===== src/rtl/nixie_pkg.sv =====
// ----------------------------------------------------------------------------
// Nixie scan driver package
// Shared constants, types and digit helpers for the nixie scan driver.
// ----------------------------------------------------------------------------
package nixie_pkg;

    // Default configuration of the top level.
    localparam int TUBE_COUNT_DEF  = 6;
    localparam int QUEUE_DEPTH_DEF = 4;

    // Bit positions inside the drive word.
    localparam logic [4:0] ANODE_TOP   = 5'd31;
    localparam logic [4:0] CATHODE_TOP = 5'd25;
    localparam int         DP_BIT      = 15;
    localparam int         SEP_A_HI    = 14;
    localparam int         SEP_A_LO    = 13;
    localparam int         SEP_B_HI    = 12;
    localparam int         SEP_B_LO    = 11;

    // Tube that carries the separator bits.
    localparam logic [2:0] SEP_TUBE = 3'd5;

    // Widths of the packed input item and of the drive word.
    localparam int IN_DATA_W = 48;
    localparam int IN_USER_W = 2;
    localparam int WORD_W    = 32;

    // One drive word handed from the front to the queue.
    typedef struct packed {
        logic              valid;
        logic [WORD_W-1:0] word;
    } t_push;

    // Queue status seen by both neighbors.
    typedef struct packed {
        logic full;
        logic empty;
    } t_qstat;

    // Decimal digit of a 7-bit value: units when sel_tens is low, otherwise
    // the tens digit taken modulo ten. The tens come from a reciprocal
    // multiply (205/2048), which is exact for every 7-bit value.
    function automatic logic [3:0] pick_digit(input logic [6:0] value,
                                              input logic       sel_tens);
        logic [14:0] prod;
        logic [3:0]  tens;
        logic [6:0]  tens_x10;
        logic [6:0]  units;
        prod     = 15'(value) * 15'd205;
        tens     = prod[14:11];
        tens_x10 = 7'(tens) * 7'd10;
        units    = value - tens_x10;
        if (sel_tens) begin
            pick_digit = (tens >= 4'd10) ? (tens - 4'd10) : tens;
        end else begin
            pick_digit = units[3:0];
        end
    endfunction

endpackage


===== src/rtl/nixie_mux_scan_driver_core.sv =====
// ----------------------------------------------------------------------------
// Nixie multiplexed scan driver core
// Path: a lit tick's drive word is written into the queue when the tick is
// accepted and then loaded into the output register; its blanking word (tlast
// high) is loaded into the output register once the drive word is taken.
// Throughput: one tick per cycle while the queue has room; each lit tick holds
// the single output register for its drive word and then its blanking word.
// Reset (i_rst_n low, synchronous) clears the tick counter, the tube index,
// the queue and the valid and last flags of the output register.
// ----------------------------------------------------------------------------
module nixie_mux_scan_driver_core #(
    parameter int TUBE_COUNT  = nixie_pkg::TUBE_COUNT_DEF,
    parameter int QUEUE_DEPTH = nixie_pkg::QUEUE_DEPTH_DEF
) (
    input  logic                             i_clk,
    input  logic                             i_rst_n,
    // Slave side: one scan tick per item.
    input  logic                             s_axis_tvalid,
    output logic                             s_axis_tready,
    // tdata, from bit 0: brightness[7:0], first_pair[14:8],
    // second_pair[21:15], third_pair[28:22], digit_enable[34:29],
    // dot_mask[42:35], zero fill [47:43].
    input  logic [nixie_pkg::IN_DATA_W-1:0]  s_axis_tdata,
    // tuser, from bit 0: time_mode[0], date_edit[1].
    input  logic [nixie_pkg::IN_USER_W-1:0]  s_axis_tuser,
    // Master side: drive words and blanking words.
    output logic                             m_axis_tvalid,
    input  logic                             m_axis_tready,
    // tdata: drive_word[31:0].
    output logic [nixie_pkg::WORD_W-1:0]     m_axis_tdata,
    // tlast: last_of_tick, high on the blanking word.
    output logic                             m_axis_tlast
);

    // The front end decides per tick whether the scan advances (PWM compare
    // of the incremented counter against brightness) and, if so, builds the
    // drive word for the current tube. Dark ticks are absorbed at once.
    // Lit ticks leave one word in the queue; the back end turns each word
    // into the drive word followed by an all-zero blanking word.

    nixie_pkg::t_push              push;
    nixie_pkg::t_qstat             qstat;
    logic [nixie_pkg::WORD_W-1:0]  head;
    logic                          pop;

    nixie_front #(
        .TUBE_COUNT (TUBE_COUNT)
    ) u_front (
        .i_clk          (i_clk),
        .i_rst_n        (i_rst_n),
        .i_valid        (s_axis_tvalid),
        .i_brightness   (s_axis_tdata[7:0]),
        .i_first_pair   (s_axis_tdata[14:8]),
        .i_second_pair  (s_axis_tdata[21:15]),
        .i_third_pair   (s_axis_tdata[28:22]),
        .i_digit_enable (s_axis_tdata[34:29]),
        .i_dot_mask     (s_axis_tdata[42:35]),
        .i_time_mode    (s_axis_tuser[0]),
        .i_date_edit    (s_axis_tuser[1]),
        .i_qstat        (qstat),
        .o_ready        (s_axis_tready),
        .o_push         (push)
    );

    // The queue lets the front keep taking ticks while the sink stalls.
    nixie_queue #(
        .DEPTH (QUEUE_DEPTH)
    ) u_queue (
        .i_clk   (i_clk),
        .i_rst_n (i_rst_n),
        .i_push  (push),
        .i_pop   (pop),
        .o_head  (head),
        .o_qstat (qstat)
    );

    nixie_back u_back (
        .i_clk   (i_clk),
        .i_rst_n (i_rst_n),
        .i_head  (head),
        .i_qstat (qstat),
        .o_pop   (pop),
        .i_ready (m_axis_tready),
        .o_valid (m_axis_tvalid),
        .o_word  (m_axis_tdata),
        .o_last  (m_axis_tlast)
    );

endmodule


===== src/rtl/nixie_front.sv =====
// ----------------------------------------------------------------------------
// Nixie scan front end
// Accepts scan ticks, runs the PWM counter and the tube scan, and builds the
// drive word of every lit tick.
// ----------------------------------------------------------------------------
module nixie_front #(
    parameter int TUBE_COUNT = nixie_pkg::TUBE_COUNT_DEF
) (
    input  logic                  i_clk,
    input  logic                  i_rst_n,
    input  logic                  i_valid,
    input  logic [7:0]            i_brightness,
    input  logic [6:0]            i_first_pair,
    input  logic [6:0]            i_second_pair,
    input  logic [6:0]            i_third_pair,
    input  logic [5:0]            i_digit_enable,
    input  logic [7:0]            i_dot_mask,
    input  logic                  i_time_mode,
    input  logic                  i_date_edit,
    input  nixie_pkg::t_qstat     i_qstat,
    output logic                  o_ready,
    output nixie_pkg::t_push      o_push
);

    localparam logic [2:0] LAST_TUBE = 3'(TUBE_COUNT - 1);

    logic [7:0]  r_tick;
    logic [7:0]  n_tick;
    logic [2:0]  r_tube;
    logic [2:0]  n_tube;
    logic        accept;
    logic        lit;
    logic [7:0]  dots;
    logic [6:0]  pair;
    logic [3:0]  digit;
    logic [31:0] word;

    assign o_ready = !i_qstat.full;
    assign accept  = i_valid && o_ready;
    assign n_tick  = r_tick + 8'd1;
    assign lit     = n_tick < i_brightness;

    always_comb begin
        dots = i_dot_mask;
        if (i_time_mode) begin
            dots[7:6] = {2{i_third_pair[0]}};
        end
        unique case (r_tube) inside
            3'd0, 3'd1: pair = i_third_pair;
            3'd2, 3'd3: pair = i_second_pair;
            default:    pair = i_first_pair;
        endcase
        digit = nixie_pkg::pick_digit(pair, r_tube[0]);

        word = '0;
        if (r_tube == nixie_pkg::SEP_TUBE) begin
            word[nixie_pkg::SEP_A_HI] = dots[6];
            word[nixie_pkg::SEP_A_LO] = dots[6];
            word[nixie_pkg::SEP_B_HI] = dots[7];
            word[nixie_pkg::SEP_B_LO] = dots[7];
        end
        if (i_digit_enable[r_tube]) begin
            word[nixie_pkg::ANODE_TOP - 5'(r_tube)] = 1'b1;
            word[nixie_pkg::CATHODE_TOP - 5'(digit)] = 1'b1;
        end
        word[nixie_pkg::DP_BIT] = dots[r_tube];
        if (r_tube == nixie_pkg::SEP_TUBE && i_date_edit) begin
            word[nixie_pkg::SEP_A_LO] = 1'b0;
            word[nixie_pkg::SEP_B_LO] = 1'b0;
        end
    end

    assign n_tube = (r_tube >= LAST_TUBE) ? 3'd0 : (r_tube + 3'd1);

    assign o_push.valid = accept && lit;
    assign o_push.word  = word;

    always_ff @(posedge i_clk) begin
        if (!i_rst_n) begin
            r_tick <= '0;
            r_tube <= '0;
        end else if (accept) begin
            r_tick <= n_tick;
            if (lit) begin
                r_tube <= n_tube;
            end
        end
    end

endmodule


===== src/rtl/nixie_queue.sv =====
// ----------------------------------------------------------------------------
// Nixie drive word queue
// Small first-in first-out store of drive words between front and back.
// ----------------------------------------------------------------------------
module nixie_queue #(
    parameter int DEPTH = nixie_pkg::QUEUE_DEPTH_DEF
) (
    input  logic                          i_clk,
    input  logic                          i_rst_n,
    input  nixie_pkg::t_push              i_push,
    input  logic                          i_pop,
    output logic [nixie_pkg::WORD_W-1:0]  o_head,
    output nixie_pkg::t_qstat             o_qstat
);

    localparam int PTR_W = (DEPTH > 1) ? $clog2(DEPTH) : 1;
    localparam int CNT_W = $clog2(DEPTH + 1);
    localparam logic [PTR_W-1:0] LAST_PTR = PTR_W'(DEPTH - 1);

    logic [nixie_pkg::WORD_W-1:0] mem [DEPTH];
    logic [PTR_W-1:0] r_wr_ptr;
    logic [PTR_W-1:0] r_rd_ptr;
    logic [CNT_W-1:0] r_count;
    logic             do_push;
    logic             do_pop;

    assign o_qstat.full  = (r_count == CNT_W'(DEPTH));
    assign o_qstat.empty = (r_count == '0);
    assign do_push       = i_push.valid && !o_qstat.full;
    assign do_pop        = i_pop && !o_qstat.empty;
    assign o_head        = mem[r_rd_ptr];

    always_ff @(posedge i_clk) begin
        if (do_push) begin
            mem[r_wr_ptr] <= i_push.word;
        end
    end

    always_ff @(posedge i_clk) begin
        if (!i_rst_n) begin
            r_wr_ptr <= '0;
            r_rd_ptr <= '0;
            r_count  <= '0;
        end else begin
            if (do_push) begin
                r_wr_ptr <= (r_wr_ptr == LAST_PTR) ? '0 : r_wr_ptr + PTR_W'(1);
            end
            if (do_pop) begin
                r_rd_ptr <= (r_rd_ptr == LAST_PTR) ? '0 : r_rd_ptr + PTR_W'(1);
            end
            case ({do_push, do_pop})
                2'b10:   r_count <= r_count + CNT_W'(1);
                2'b01:   r_count <= r_count - CNT_W'(1);
                default: r_count <= r_count;
            endcase
        end
    end

endmodule


===== src/rtl/nixie_back.sv =====
// ----------------------------------------------------------------------------
// Nixie scan back end
// Sends each queued drive word followed by its blanking word.
// ----------------------------------------------------------------------------
module nixie_back (
    input  logic                          i_clk,
    input  logic                          i_rst_n,
    input  logic [nixie_pkg::WORD_W-1:0]  i_head,
    input  nixie_pkg::t_qstat             i_qstat,
    output logic                          o_pop,
    input  logic                          i_ready,
    output logic                          o_valid,
    output logic [nixie_pkg::WORD_W-1:0]  o_word,
    output logic                          o_last
);

    logic                          r_valid;
    logic [nixie_pkg::WORD_W-1:0]  r_word;
    logic                          r_last;
    logic                          load;
    logic                          send_blank;

    // The output register may change when it is empty or being taken.
    assign load       = !r_valid || i_ready;
    // A drive word just shown is always followed by its blanking word.
    assign send_blank = r_valid && !r_last;
    assign o_pop      = load && !send_blank && !i_qstat.empty;

    always_ff @(posedge i_clk) begin
        if (!i_rst_n) begin
            r_valid <= 1'b0;
            r_last  <= 1'b0;
        end else if (load) begin
            if (send_blank) begin
                r_valid <= 1'b1;
                r_last  <= 1'b1;
            end else begin
                r_valid <= !i_qstat.empty;
                r_last  <= 1'b0;
            end
        end
    end

    always_ff @(posedge i_clk) begin
        if (load) begin
            r_word <= send_blank ? '0 : i_head;
        end
    end

    assign o_valid = r_valid;
    assign o_word  = r_word;
    assign o_last  = r_last;

endmodule


===== config.mk =====
export PLATFORM = sky130hd
export DESIGN_NAME = nixie_mux_scan_driver_core
export DESIGN_NICKNAME = d
export VERILOG_FILES = /design/src/rtl/nixie_pkg.sv /design/src/rtl/nixie_mux_scan_driver_core.sv /design/src/rtl/nixie_front.sv /design/src/rtl/nixie_queue.sv /design/src/rtl/nixie_back.sv
export SDC_FILE = /design/constraint.sdc
export NUM_CORES = 1
export LEC_CHECK = 0
export BUFFER_PORTS_ARGS = -buffer_cell sky130_fd_sc_hd__clkbuf_2
export CORE_AREA = 2 2 177 179
export CTS_CLUSTER_DIAMETER = 100
export CTS_CLUSTER_SIZE = 10
export DETAILED_ROUTE_END_ITERATION = 6
export DIE_AREA = 0 0 179 181
export SYNTH_ARGS = -nofsm -noshare
export SYNTH_HDL_FRONTEND = slang
export SYNTH_SLANG_ARGS = --single-unit

===== constraint.sdc =====
create_clock -name i_clk -period 10.85 [get_ports i_clk]
set_input_delay 1.6275 -clock i_clk [delete_from_list [all_inputs] [get_ports i_clk]]
set_output_delay 1.6275 -clock i_clk [all_outputs]
set_load 0.1 [all_outputs]

==> metrics.md <==
| Metric | Value |
|---|---|
| Status | finished, final reports clean |
| Critical path peak fanout | 22 |
| Share of cells above drive strength 1 | 23.1% |
| Worst relative slew slack | 40.4% |
| Reg2reg start | u_front.r_tube[0] |
| Reg2reg end | u_queue.mem[2][11] |
| Seq/Total Area, Yosys | 57.3% |
| CP Launch Type | flop |
| Number of flops mapped to enable cells by yosys | 160 |
| Final Max Slew Viols | 0 |
| Fill count | 2944 |
| Multi-input combinational cell area | 0.00360 sq mm |
| WHS Endpoint | u_front.r_tick[1] |
| CTS Hold Bufs | 0 |
| DRC viols | 0 |
| Final net count | 864 |
| Core box area | 0.0303 sq mm |
| CP max-delay cell | dfxtp_1 |
| Ranking of synthesized cells by area | edfxtp_1 (53%), mux4_2 (7.9%), ha_1 (7.6%) |
| Largest area contributor in the netlist | edfxtp_1 |
| Max Cap Viol | 0 |
| Worst-skew pair later-pin latency | between 0.4 and 0.5 ns |
| Num CTS Buffers | 17 |
| Hold depth | 2 |
| Slowest stage delay, CP | 0.90 ns |
| Worst-path clk slew | 0.06 ns |
| Mux cell area share after synthesis | 8.94% |
| Reg2Reg Setup Slack | 2.17 ns |
| DIE HEIGHT | 181 microns |
| Post-Syn Area | 0.00908 sq mm |
| Clock skew | roughly 0.016 ns |
| Post-route ant nets | 0 |
| Cell row count | 64 |
| Die X-Extent | 179 microns |
| Synth Area in Compound Gates | approximately 7.4% |
| Initial DRT Pass Iterations | 5 |
| Hold crit path type | reg2reg |
| Commonest non-fill, non-tap cell in the layout | edfxtp_1 |
| Critical Path RT | 11.00 ns |
| CP Capture Type | flop |
| Post-synthesis simple-gate area fraction | 11.6% |
| CTS tree | built |
| Post-DP HPWL | about 12 mm |
| Final Hold Viols | 0 |
| CTS HTree Levels | 4 |
| Synth Area per Inst | around 14 sq um |
| Hold Startpoint | u_front.r_tick[1] |
| Worst R2R Path Depth | 28 |
| Syn-to-layout area delta | 16.0% |
| Routed WL | 18.2 mm |
| Arr. time, crit path | 8.83 ns |
| Detailed router's first-iteration violation count | 526 |
| Remaining global-route overflow | 0 |
| Worst hold slack | around 0.5 ns |
| Setup CP Type | reg2reg |
| Pin count of the biggest net entering global routing | 34 |
| Setup Buffers After CTS | 0 |
| Most frequent cells in the layout | edfxtp_1 (160), clkbuf_2 (83), ha_1 (55) |
| Count of final setup violators | 0 |
| Post-Synth Adder-Cell Area | 9.78% |
| Vias in the first global route | about 5500 |
| Min Tclk post-route | around 8.7 ns |
| Yosys top cell area share | around 53% |
| Vias per cell | 4.71 |
| Initial antenna violation count | 2 |
| Die area | around 0.032 sq mm |
| CTS Root Cell | clkbuf_16 |
| # resized after CTS | 0 |
| Avg WL per Cell | 15.7 microns |
| # IOs | 89 |
| Cell mode on critical path | ha_1 |
| Port bufs | 83 |
| First-pass GRT wire length | 29.0 mm |
| Via count | roughly 5400 |
| Clock sink count | 180 |
| Initial core utilization | 29.9% |
| Async SR Flop Fraction | 0% |
| Max Buffers Root-to-Sink | 2 |
| FMAX | 115 MHz |
| Largest family of logic cells by synthesized area | simple AND/OR/NAND/NOR gates |
| Final TNS setup | 0 ns |
| GRT Util Overall | 11.7% |
| GP Congestion | 0.875 |
| RSZ-0062 raised after global routing | no |
| Synth unique cells | 71 |
| Synth warn | 0 |
| Final period utilization | 80.0% |
| Cells after synthesis | 660 |
| XOR/XNOR Fraction of Synth Area | ~1.9% |
| Register area | ~0.0052 sq mm |
| Worst-margin pin slew | roughly 0.9 ns |
| Syn nets | just under 800 |
| Synth Flop Type | edfxtp_1 |
| Seq cells post-synth | 180 |
[per-stage QoR]
step	worst slack (ns)	std cells	area, sq um	utilization (%)
2_1_floorplan	3.77	660	9080	-
3_3_place_gp	2.32	1122	9950	32.8
3_5_place_dp	2.25	1122	9950	32.8
4_1_cts	2.20	1154	10500	34.7
5_1_grt	1.58	1154	10500	34.7
6_report	2.17	1155	10500	34.7
[registers in the layout (all words and copies together) (netlist names)]
signal / cells
u_queue.mem: 128
u_back.o_word: 32
u_front.r_tick: 8
u_front.r_tube: 3
u_queue.r_count: 3
u_queue.r_rd_ptr: 2
u_queue.r_wr_ptr: 2
u_back.o_last: 1
u_back.o_valid: 1
[final cells by class]
type | count | share of cell area, %
repair buffers | 92 | 4.59
inverters | 43 | 1.53
flip-flops and latches | 180 | 49.4
diodes | 1 | 0.0238
multi-input cells | 411 | 34.2
clock buffers | 19 | 4.11
clock inverters | 13 | 1.41
well taps | 396 | 4.70
[critical path, delay by kind of cell, from the launching register on]
kind / cells / cell delay (ns)
multiplexers: 1 / 0.20
adder cells (fa/ha/maj): 8 / 2.88
flip-flops: 1 / 0.90
AO/OA/AOI/OAI: 5 / 1.80
AND/OR/NAND/NOR: 8 / 1.64
buffers and inverters: 6 / 0.96
[Yosys cell counts, types with 3 or more instances]
master,number
edfxtp_1,160
ha_1,55
nand2_1,43
inv_1,41
nor2b_1,38
nor2_1,34
mux4_2,32
dfxtp_1,20
o21ai_0,20
and2_1,19
clkbuf_1,17
nand3_1,13
xnor2_1,11
a21oi_1,10
fa_1,10
or3_1,10
nand2b_1,9
mux2i_1,8
a21boi_0,7
xor2_1,7
nor3_1,6
o21a_1,6
nand4_1,5
a211oi_1,4
a21o_1,4
buf_1,4
o22ai_1,4
a211o_1,3
a22oi_1,3
and3_1,3
nor3_2,3
o21ai_1,3
[per-layer routing]
| layer | global-route usage [%] | vias up | share of wire (%) |
|---|---|---|---|
| li1 | - | 2628 | - |
| met1 | 15.5 | 2666 | 46 |
| met2 | 19.0 | 128 | 49 |
| met3 | 2.78 | 12 | 4.6 |
| met4 | 2.99 | 2 | 0.70 |
| met5 | 0 | - | 0.088 |
[cells by family (layout without fill, tap and decap cells)]
group / Yosys count / after routing
simple gates: 196 / 196
flops: 180 / 180
compound gates: 90 / 90
buf+inv: 69 / 167
fa+ha+maj: 65 / 65
mux: 41 / 41
xor+xnor: 19 / 19
other cells: 0 / 1
[worst max-delay path by stage]
stage / endpoint / slack, ns / depth (start not counted) / start
after CTS: u_queue.mem[1][11] / 2.20 / 28 / u_front.r_tube[0]
after global placement: u_queue.mem[1][11] / 2.32 / 28 / u_front.r_tube[0]
final: u_queue.mem[2][11] / 2.17 / 28 / u_front.r_tube[0]
after detailed placement: u_queue.mem[2][11] / 2.25 / 28 / u_front.r_tube[0]
after global routing: u_queue.mem[2][11] / 1.58 / 28 / u_front.r_tube[0]
after floorplan: u_queue.mem[0][11] / 3.77 / 24 / s_axis_tdata[24]
Power is left out: the tool's default activity adds up to more than one toggle a clock period on the data nets, which glitch-free logic cannot reach.
